==> src/hdl/lzd_pkg.sv <==
// Shared types, constants and command codes of the LZ bitstream decompressor.
// Used by lzd_ctrl, lzd_datapath, lz_bitstream_decompressor and lzd_checker; depends on nothing.
package lzd_pkg;

    localparam int HistDepthDef = 4096;
    localparam int OutLanesDef  = 8;
    localparam logic [4:0] HdrLen  = 5'd18;
    localparam logic [4:0] SigLen  = 5'd4;
    localparam logic [31:0] CapReset = 32'hFFFF_FFFF;

    // Datapath operations issued by the controller.
    localparam logic [4:0] OP_NONE   = 5'd0;
    localparam logic [4:0] OP_HDR    = 5'd1;
    localparam logic [4:0] OP_DRAIN  = 5'd2;
    localparam logic [4:0] OP_TAKE   = 5'd3;
    localparam logic [4:0] OP_INIT   = 5'd4;
    localparam logic [4:0] OP_DBL    = 5'd5;
    localparam logic [4:0] OP_LITDBL = 5'd6;
    localparam logic [4:0] OP_LIT    = 5'd7;
    localparam logic [4:0] OP_CHK    = 5'd8;
    localparam logic [4:0] OP_REFILL = 5'd9;
    localparam logic [4:0] OP_RD     = 5'd10;
    localparam logic [4:0] OP_T2     = 5'd11;
    localparam logic [4:0] OP_LONG   = 5'd12;
    localparam logic [4:0] OP_G1     = 5'd13;
    localparam logic [4:0] OP_G3     = 5'd14;
    localparam logic [4:0] OP_D2     = 5'd15;
    localparam logic [4:0] OP_D4     = 5'd16;
    localparam logic [4:0] OP_D6     = 5'd17;
    localparam logic [4:0] OP_D7     = 5'd18;
    localparam logic [4:0] OP_COPY   = 5'd19;
    localparam logic [4:0] OP_RAWC   = 5'd20;
    localparam logic [4:0] OP_RAWB   = 5'd21;

    localparam logic [1:0] ST_RUN  = 2'd0;
    localparam logic [1:0] ST_DONE = 2'd1;
    localparam logic [1:0] ST_ERR  = 2'd2;

    typedef struct packed {
        logic [4:0] op;
        logic       accept;
        logic       em_rd;
        logic       em_wr;
        logic       out_clr;
        logic       done;
    } lzd_cmd_t;

    typedef struct packed {
        logic sig_bad;
        logic hdr_last;
        logic hdr_bad;
        logic drain_fin;
        logic exhausted;
        logic ctrl_need;
        logic ctrl_bit;
        logic dbl_carry;
        logic chk_zero;
        logic refill_carry;
        logic byte_zero;
        logic full;
        logic copy_bad;
        logic end_ok;
        logic g3_nine;
        logic raw_ge16;
        logic raw_one;
        logic dh_zero;
        logic len_zero;
        logic len_one;
        logic lanes_last;
    } lzd_sts_t;

    function automatic logic [7:0] sig_byte(input logic [1:0] idx);
        logic [7:0] b;
        unique case (idx)
            2'd0: b = 8'h45;
            2'd1: b = 8'h52;
            2'd2: b = 8'h5A;
            default: b = 8'h02;
        endcase
        return b;
    endfunction

endpackage

==> src/hdl/lzd_ctrl.sv <==
// Controller of the LZ bitstream decompressor: the decode phase sequencer and the
// beat sequencer for input, history copy and output. Depends on lzd_pkg.
module lzd_ctrl (
    input  logic              aclk,
    input  logic              aresetn,
    input  logic              s_valid,
    input  logic              s_last_byte,
    output logic              s_ready,
    output logic              m_valid,
    input  logic              m_ready,
    output logic              m_run_end,
    output logic [1:0]        m_status,
    input  lzd_pkg::lzd_sts_t sts,
    output lzd_pkg::lzd_cmd_t cmd
);
    import lzd_pkg::*;

    localparam logic [4:0] PH_HDR = 5'd0, PH_INIT = 5'd1, PH_DISP = 5'd2, PH_LIT1 = 5'd3,
        PH_LIT2 = 5'd4, PH_CHK = 5'd5, PH_REFILL = 5'd6, PH_T1 = 5'd7, PH_T2 = 5'd8,
        PH_T3 = 5'd9, PH_LONG = 5'd10, PH_G1 = 5'd11, PH_G2 = 5'd12, PH_G3 = 5'd13,
        PH_D1 = 5'd14, PH_D2 = 5'd15, PH_D3 = 5'd16, PH_D4 = 5'd17, PH_D5 = 5'd18,
        PH_D6 = 5'd19, PH_D7 = 5'd20, PH_MLO = 5'd21, PH_RAWC = 5'd22, PH_RAWB = 5'd23,
        PH_END = 5'd24, PH_DRAIN = 5'd25, PH_DONE = 5'd26, PH_ERR = 5'd27;

    localparam logic [2:0] SQ_IDLE = 3'd0, SQ_DEC = 3'd1, SQ_LAST = 3'd2, SQ_EMRD = 3'd3,
        SQ_EMWR = 3'd4, SQ_OUT = 3'd5;

    logic [4:0] phase_reg, phase_next;
    logic [2:0] seq_reg, seq_next;
    logic       have_reg, have_next, last_reg, last_next, run_end_reg, run_end_next;
    logic       byte_ph, rd_ph, hold;

    always_comb begin
        byte_ph = (phase_reg == PH_INIT) || (phase_reg == PH_LIT1) || (phase_reg == PH_LIT2)
               || (phase_reg == PH_REFILL) || (phase_reg == PH_LONG)
               || (phase_reg == PH_MLO) || (phase_reg == PH_RAWB);
        rd_ph   = (phase_reg == PH_T1) || (phase_reg == PH_T2) || (phase_reg == PH_T3)
               || (phase_reg == PH_G1) || (phase_reg == PH_G2) || (phase_reg == PH_G3)
               || (phase_reg == PH_D1) || (phase_reg == PH_D2) || (phase_reg == PH_D3)
               || (phase_reg == PH_D4) || (phase_reg == PH_D5) || (phase_reg == PH_D6)
               || (phase_reg == PH_D7) || (phase_reg == PH_RAWC) || (phase_reg == PH_END);
        hold    = !have_reg && (byte_ph || (rd_ph && sts.ctrl_need));
    end

    always_comb begin
        cmd          = '0;
        phase_next   = phase_reg;
        seq_next     = seq_reg;
        have_next    = have_reg;
        last_next    = last_reg;
        run_end_next = run_end_reg;
        s_ready      = 1'b0;
        m_valid      = 1'b0;
        cmd.done     = (phase_reg == PH_DONE);
        unique case (seq_reg)
            SQ_IDLE: begin
                s_ready = 1'b1;
                if (s_valid) begin
                    cmd.accept = 1'b1;
                    last_next  = s_last_byte;
                    seq_next   = SQ_LAST;
                    priority case (phase_reg)
                        PH_HDR: begin
                            cmd.op = OP_HDR;
                            if (sts.sig_bad) phase_next = PH_ERR;
                            else if (sts.hdr_last) phase_next = sts.hdr_bad ? PH_ERR : PH_INIT;
                        end
                        PH_DRAIN: begin
                            cmd.op = OP_DRAIN;
                            if (sts.drain_fin) phase_next = PH_DONE;
                        end
                        PH_DONE, PH_ERR: ;
                        default: begin
                            if (sts.exhausted) begin
                                phase_next = PH_ERR;
                            end else begin
                                cmd.op    = OP_TAKE;
                                have_next = 1'b1;
                                seq_next  = SQ_DEC;
                            end
                        end
                    endcase
                end
            end
            SQ_DEC: begin
                if (hold) begin
                    // A step needs a data byte that this beat no longer holds.
                    seq_next = SQ_LAST;
                    if (sts.exhausted) phase_next = PH_ERR;
                end else begin
                    if (byte_ph || (rd_ph && sts.ctrl_need)) have_next = 1'b0;
                    priority case (phase_reg)
                        PH_INIT: begin cmd.op = OP_INIT; phase_next = PH_DISP; end
                        PH_DISP: begin
                            cmd.op     = OP_DBL;
                            phase_next = sts.dbl_carry ? PH_CHK : PH_LIT1;
                        end
                        PH_LIT1: begin
                            if (sts.full) phase_next = PH_ERR;
                            else begin
                                cmd.op     = OP_LITDBL;
                                phase_next = sts.dbl_carry ? PH_CHK : PH_LIT2;
                            end
                        end
                        PH_LIT2: begin
                            if (sts.full) phase_next = PH_ERR;
                            else begin cmd.op = OP_LIT; phase_next = PH_DISP; end
                        end
                        PH_CHK: begin
                            cmd.op     = OP_CHK;
                            phase_next = sts.chk_zero ? PH_REFILL : PH_T1;
                        end
                        PH_REFILL: begin
                            cmd.op     = OP_REFILL;
                            phase_next = sts.refill_carry ? PH_T1 : PH_LIT2;
                        end
                        PH_T1: begin cmd.op = OP_RD; phase_next = sts.ctrl_bit ? PH_T2 : PH_G1; end
                        PH_T2: begin cmd.op = OP_T2; phase_next = sts.ctrl_bit ? PH_T3 : PH_MLO; end
                        PH_T3: begin cmd.op = OP_RD; phase_next = sts.ctrl_bit ? PH_LONG : PH_D1; end
                        PH_LONG: begin
                            cmd.op     = OP_LONG;
                            phase_next = sts.byte_zero ? PH_END : PH_D1;
                        end
                        PH_G1: begin cmd.op = OP_G1; phase_next = PH_G2; end
                        PH_G2: begin cmd.op = OP_RD; phase_next = sts.ctrl_bit ? PH_G3 : PH_D1; end
                        PH_G3: begin cmd.op = OP_G3; phase_next = sts.g3_nine ? PH_RAWC : PH_D1; end
                        PH_D1: begin cmd.op = OP_RD; phase_next = sts.ctrl_bit ? PH_D2 : PH_MLO; end
                        PH_D2: begin cmd.op = OP_D2; phase_next = PH_D3; end
                        PH_D3: begin
                            cmd.op = OP_RD;
                            if (sts.ctrl_bit) phase_next = PH_D4;
                            else phase_next = sts.dh_zero ? PH_D7 : PH_MLO;
                        end
                        PH_D4: begin cmd.op = OP_D4; phase_next = PH_D5; end
                        PH_D5: begin cmd.op = OP_RD; phase_next = sts.ctrl_bit ? PH_MLO : PH_D6; end
                        PH_D6: begin cmd.op = OP_D6; phase_next = PH_MLO; end
                        PH_D7: begin cmd.op = OP_D7; phase_next = PH_MLO; end
                        PH_MLO: begin
                            if (sts.copy_bad) phase_next = PH_ERR;
                            else begin cmd.op = OP_COPY; phase_next = PH_DISP; end
                        end
                        PH_RAWC: begin
                            cmd.op = OP_RAWC;
                            if (sts.raw_ge16) phase_next = PH_RAWB;
                        end
                        PH_RAWB: begin
                            if (sts.full) phase_next = PH_ERR;
                            else begin
                                cmd.op     = OP_RAWB;
                                phase_next = sts.raw_one ? PH_DISP : PH_RAWB;
                            end
                        end
                        PH_END: begin
                            cmd.op   = OP_RD;
                            seq_next = SQ_LAST;
                            if (sts.ctrl_bit) begin
                                phase_next = PH_DISP;
                                seq_next   = SQ_DEC;
                            end else if (!sts.end_ok) phase_next = PH_ERR;
                            else phase_next = sts.exhausted ? PH_DONE : PH_DRAIN;
                        end
                        default: seq_next = SQ_LAST;
                    endcase
                    if (phase_next == PH_ERR) seq_next = SQ_LAST;
                end
            end
            SQ_LAST: begin
                if (last_reg && phase_reg != PH_DONE && phase_reg != PH_ERR) phase_next = PH_ERR;
                if (sts.len_zero) begin
                    seq_next     = SQ_OUT;
                    run_end_next = 1'b1;
                end else begin
                    seq_next = SQ_EMRD;
                end
            end
            SQ_EMRD: begin
                cmd.em_rd = 1'b1;
                seq_next  = SQ_EMWR;
            end
            SQ_EMWR: begin
                cmd.em_wr = 1'b1;
                if (sts.len_one || sts.lanes_last) begin
                    seq_next     = SQ_OUT;
                    run_end_next = sts.len_one;
                end else begin
                    seq_next = SQ_EMRD;
                end
            end
            SQ_OUT: begin
                m_valid = 1'b1;
                if (m_ready) begin
                    cmd.out_clr = 1'b1;
                    seq_next    = run_end_reg ? SQ_IDLE : SQ_EMRD;
                end
            end
            default: seq_next = SQ_IDLE;
        endcase
    end

    always_ff @(posedge aclk) begin
        if (!aresetn) begin
            phase_reg   <= PH_HDR;
            seq_reg     <= SQ_IDLE;
            have_reg    <= 1'b0;
            last_reg    <= 1'b0;
            run_end_reg <= 1'b0;
        end else begin
            phase_reg   <= phase_next;
            seq_reg     <= seq_next;
            have_reg    <= have_next;
            last_reg    <= last_next;
            run_end_reg <= run_end_next;
        end
    end

    assign m_run_end = run_end_reg;
    assign m_status  = (phase_reg == PH_ERR) ? ST_ERR : ((phase_reg == PH_DONE) ? ST_DONE : ST_RUN);

endmodule

==> config.mk <==
export PLATFORM = sky130hd
export DESIGN_NAME = lzd_ctrl
export DESIGN_NICKNAME = d
export VERILOG_FILES = /design/src/hdl/lzd_pkg.sv /design/src/hdl/lzd_ctrl.sv
export SDC_FILE = /design/constraint.sdc
export NUM_CORES = 1
export LEC_CHECK = 0
export BUFFER_PORTS_ARGS = -buffer_cell sky130_fd_sc_hd__buf_2
export CELL_PAD_IN_SITES_DETAIL_PLACEMENT = 2
export CELL_PAD_IN_SITES_GLOBAL_PLACEMENT = 2
export CORE_ASPECT_RATIO = 0.5
export CORE_MARGIN = 5
export CORE_UTILIZATION = 32
export CTS_BUF_LIST = sky130_fd_sc_hd__clkbuf_16
export DETAILED_ROUTE_END_ITERATION = 10
export PLACE_DENSITY = 0.84
export SYNTH_ARGS = -nofsm -noshare
export SYNTH_HDL_FRONTEND = slang
export SYNTH_SLANG_ARGS = --single-unit
export TNS_END_PERCENT = 50
==> constraint.sdc <==
create_clock -name aclk -period 4.52 [get_ports aclk]
set_clock_uncertainty 0.05 [all_clocks]
set_input_delay 0.678 -clock aclk [delete_from_list [all_inputs] [get_ports aclk]]
set_output_delay 0.678 -clock aclk [all_outputs]
set_load 0.005 [all_outputs]
Word-level counts from Yosys, hierarchy flattened:

Cells that the tools add are included.

* flip-flop bits (word level): 11
* output and inout bits: 15
* memory bits (read-only): 0
* word-level logic and storage cells: 171
* bits in writable memories: 0
* memories kept: 0
* latch bits: 0

* $mul: 0
* bitwise gates (word level): 0
* multiplexer cells: 76
* equality and inequality tests: 48
* div/mod/pow operators: 0
* add/sub/neg operators: 0
* reductions and logical operators: 42
* $lt $le $gt $ge: 0
* shift-type cells: 0

Operators by type and width (number)
* two-way mux 5 bit: 24
* case mux 5 bit (23 select lines): 1
* case mux 5 bit (18 select lines): 1
* == test 5 bit, second input constant: 13
* == test 5 x 4 -> 1 bit, second input constant: 8
* two-way mux 3 bit: 13
* case mux 5 bit (3 select lines): 2
* OR reduction 23 bit: 1
* logical OR 1 bit: 22
* two-way mux 2 bit: 11
* == test 5 x 3 -> 1 bit, second input constant: 4
* != test 2 bit, second input constant: 10
* two-way mux 1 bit: 18
* case mux 3 bit (6 select lines): 1
* AND reduction 6 bit: 2
* == test 5 x 2 -> 1 bit, second input constant: 2
* != test 5 bit, second input constant: 2
* case mux 5 bit (2 select lines): 1
* != test 4 bit, second input constant: 2
* OR reduction 7 bit: 1
* == test 3 x 2 -> 1 bit, second input constant: 2
* == test 3 bit, second input constant: 2
* case mux 2 bit (3 select lines): 1
* case mux 3 bit (2 select lines): 1
* 14 further kinds: 21

Longest topological paths before layout:

* word-level depth: 24
* mapped depth: 10
* mapped depth without buffers: 7

Worst setup path after synthesis:

Ideal clock, no wire load.

* path kind: input to output
* start: in sts[15] (netlist bit)
* end: out cmd[9] (netlist bit)
* required time: 3.792 ns
* arrival: 1.928 ns
* setup slack: 1.864 ns
* buffers on the path: 0
* stages: 7
* cell sequence: a21o_1 > a221oi_2 > a211oi_2 > nand2b_4 > a21oi_2 > o21ai_1 > nor4_2

RTL lines
* start, declared: line lzd_ctrl.sv:13 `input lzd_pkg::lzd_sts_t sts,`
* end, declared: line lzd_ctrl.sv:14 `output lzd_pkg::lzd_cmd_t cmd`

==> metrics.txt <==
setup TNS=0 ns; most frequent cells in the layout=buf_2 (40), nand2_1 (37), nor2_1 (36); ANT cells=0; Place WS=1.31 ns; Rows=20; routability congestion estimate=0.839; Final Slew Violations=0; power density cells=between 600 and 700 nW/um^2; CTS Sinks=11; Yosys reg bits=11; CP Launch Type=register; starting DRC count in detailed routing=between 150 and 200; cell taking the most area after synthesis=dfxtp_1; Buf+Inv Stages, Crit Path=1; WS Path Type=register to output pin; Initial Util=32.4%; Mean Syn Cell Area=6.52 sq um; first-pass GRT wire length=roughly 14 mm; number of port buffers=40; outcome=finished, final reports clean; Pleak=~0.86 nW; largest net degree at the start of global routing=31; CP max FO=23; post-cts resize count=0; Remaining Overflow, GRT=0; Vias/cell=roughly 6; WHS=~0.47 ns; RSZ-0062 raised after global routing=no; clock latency on the worst-skew pair=roughly 0.24 ns; Die Wd=between 100 and 150 um; Async S/R FF share, synth=0%; CP peak stage delay=roughly 0.85 ns; Peak supply drop=roughly 0.14 mV; Routed WL per cell=approximately 21 um; area of the die=a little under 8000 sq um; Via Count=~2400; post-route ant nets=0; core area=approximately 6000 sq um; Largest register FFs=5; worst-case clock buffer depth=2; Post-Synthesis Cells=roughly 300; ratio of cells with drive above 1 in the final layout=20.9%; max cap viols=0; final WL=roughly 8.2 mm; H-Tree Depth=1; Ys Warns=0; Area growth syn-to-layout=14.0%; EDFF count, synth=0; Root Buffer=clkbuf_16; slack of the critical path=approximately 1.1 ns; f_max=slightly below 300 MHz; Total GRT Usage=a little over a fifth; Post-route DRC=0; Final HPWL DP=slightly above 6 mm; Worst-Margin Slew=about 0.83 ns; Final #Nets=approximately 350; postcts setup bufs=0; # IOs=41; syn_nets=roughly 320; crit-path leading delay family=flip-flops; final setup vio count=0; top cells by area, synth=dfxtp_1 (11%), nand2_1 (7.2%), nor2_1 (7.0%), o21ai_0 (6.7%), a21oi_1 (5.7%); vias in the first global route=approximately 2600; Final Hold Viols=0; synth unique cells=a little under 70; crit end category=output pin; TritonCTS buffer count=3; CTS tree=done; Mapped Area=~1900 sq um; post-synth top area share=11.4%; Final Cycle Share=76.7%; # hold bufs at CTS=0; Die Ht=65.0 um; top_reg_cell synth=dfxtp_1; commonest non-fill, non-tap cell in the layout=buf_2; initial antenna violation count=0; Worst Hold Class=register to register; worst path cell trace=nor3_2 > a221oi_2 > a211oi_2 > nand2b_4 > a21oi_2 > o21ai_1 > nor4_2 > buf_2; Critical Path Slowest Stage Cell=dfxtp_1; CP required=3.79 ns; drt pass-1 iters=4; min Tclk post-route=around 3.5 ns; Reg clk slew, reported paths=0.05 ns; Worst EP arrival=approximately 2.7 ns; sequential share of the synthesized area=roughly 11%; Rel. slew slack=roughly 44%; Core Util, Final=approximately 37%
through the flow:
step           cell area, sq um  cells  total power [mW]
2_1_floorplan              1940    297             0.923
3_3_place_gp               2130    393              1.13
3_5_place_dp               2130    393              1.18
4_1_cts                    2210    397              1.35
5_1_grt                    2210    397              1.47
6_report                   2210    397              1.35
Yosys cell counts (all sizes together) (2+ instances only):
library cell and number:
nand3 12, a31oi 7, o31ai 2, a21oi 23, o22a 3, and2 4
and3 6, nor3 7, inv 9, a221oi 2, nand2b 8, a2111oi 2
o32ai 3, o21ai 29, o22ai 3, a311oi 2, o211ai 2, mux2i 6
o2111ai 2, o2bb2ai 2, nor2b 11, a211oi 2, o221ai 2, nand2 37
nor3b 4, nor2 36, clkbuf 9, nand4 3, a211o 2, nor4 6
o32a 2, dfxtp 11, or2 3, buf 17
worst paths after layout:
kind | slack, ns | to | startpoint | cells past startpoint
max reg2reg | 1.67 | seq_reg[0] | phase_reg[0] | 8
min reg2reg | 0.47 | last_reg | last_reg | 2
min | 0.47 | last_reg | last_reg | 2
max | 1.05 | cmd[9] | phase_reg[0] | 8
layout make-up:
type                       count  area, sq um
timing repair buffer          45          238
sequential                    11          220
inverter                       9         33.8
clock inverter                 1         3.75
fill                         738         3770
multi-input combinational    251         1540
tap                           77         96.3
clock buffer                   3         75.1
layer usage:
layer	routed length (um)	vias to the layer above	GRT usage, %
met3	285	13	2.35
met4	138	0	5.28
met5	0	-	0
met2	3880	51	38.4
met1	3880	1197	27.7
li1	-	1145	-
cell families (layout without fill, tap and decap cells):
| group | after synthesis | after routing | synth area share (%) |
|---|---|---|---|
| muxes | 6 | 6 | 3.10 |
| xor gates and xnor gates | 1 | 1 | 0.452 |
| buffers and inverters | 35 | 58 | 9.04 |
| DFF | 11 | 11 | 11.4 |
| and+or+nand+nor | 141 | 141 | 37.7 |
| AOI/OAI and AO/OA | 103 | 103 | 38.4 |
power breakdown:
group / internal [mW] / total [mW] / switching (mW)
logic: 0.366 / 0.976 / 0.610
clock network: 0.117 / 0.165 / 0.0480
registers: 0.128 / 0.212 / 0.0835
worst register-to-register path, stage by stage (launching register included):
cell and delay [ns]:
dfxtp_1 0.85, buf_4 0.40, nand2_1 0.19, a2111oi_0 0.43
a21oi_1 0.09, nand4_1 0.22, nor3b_2 0.08, a31oi_2 0.30
o2bb2ai_1 0.16
No activity file was read; power rests on OpenSTA's default activity.
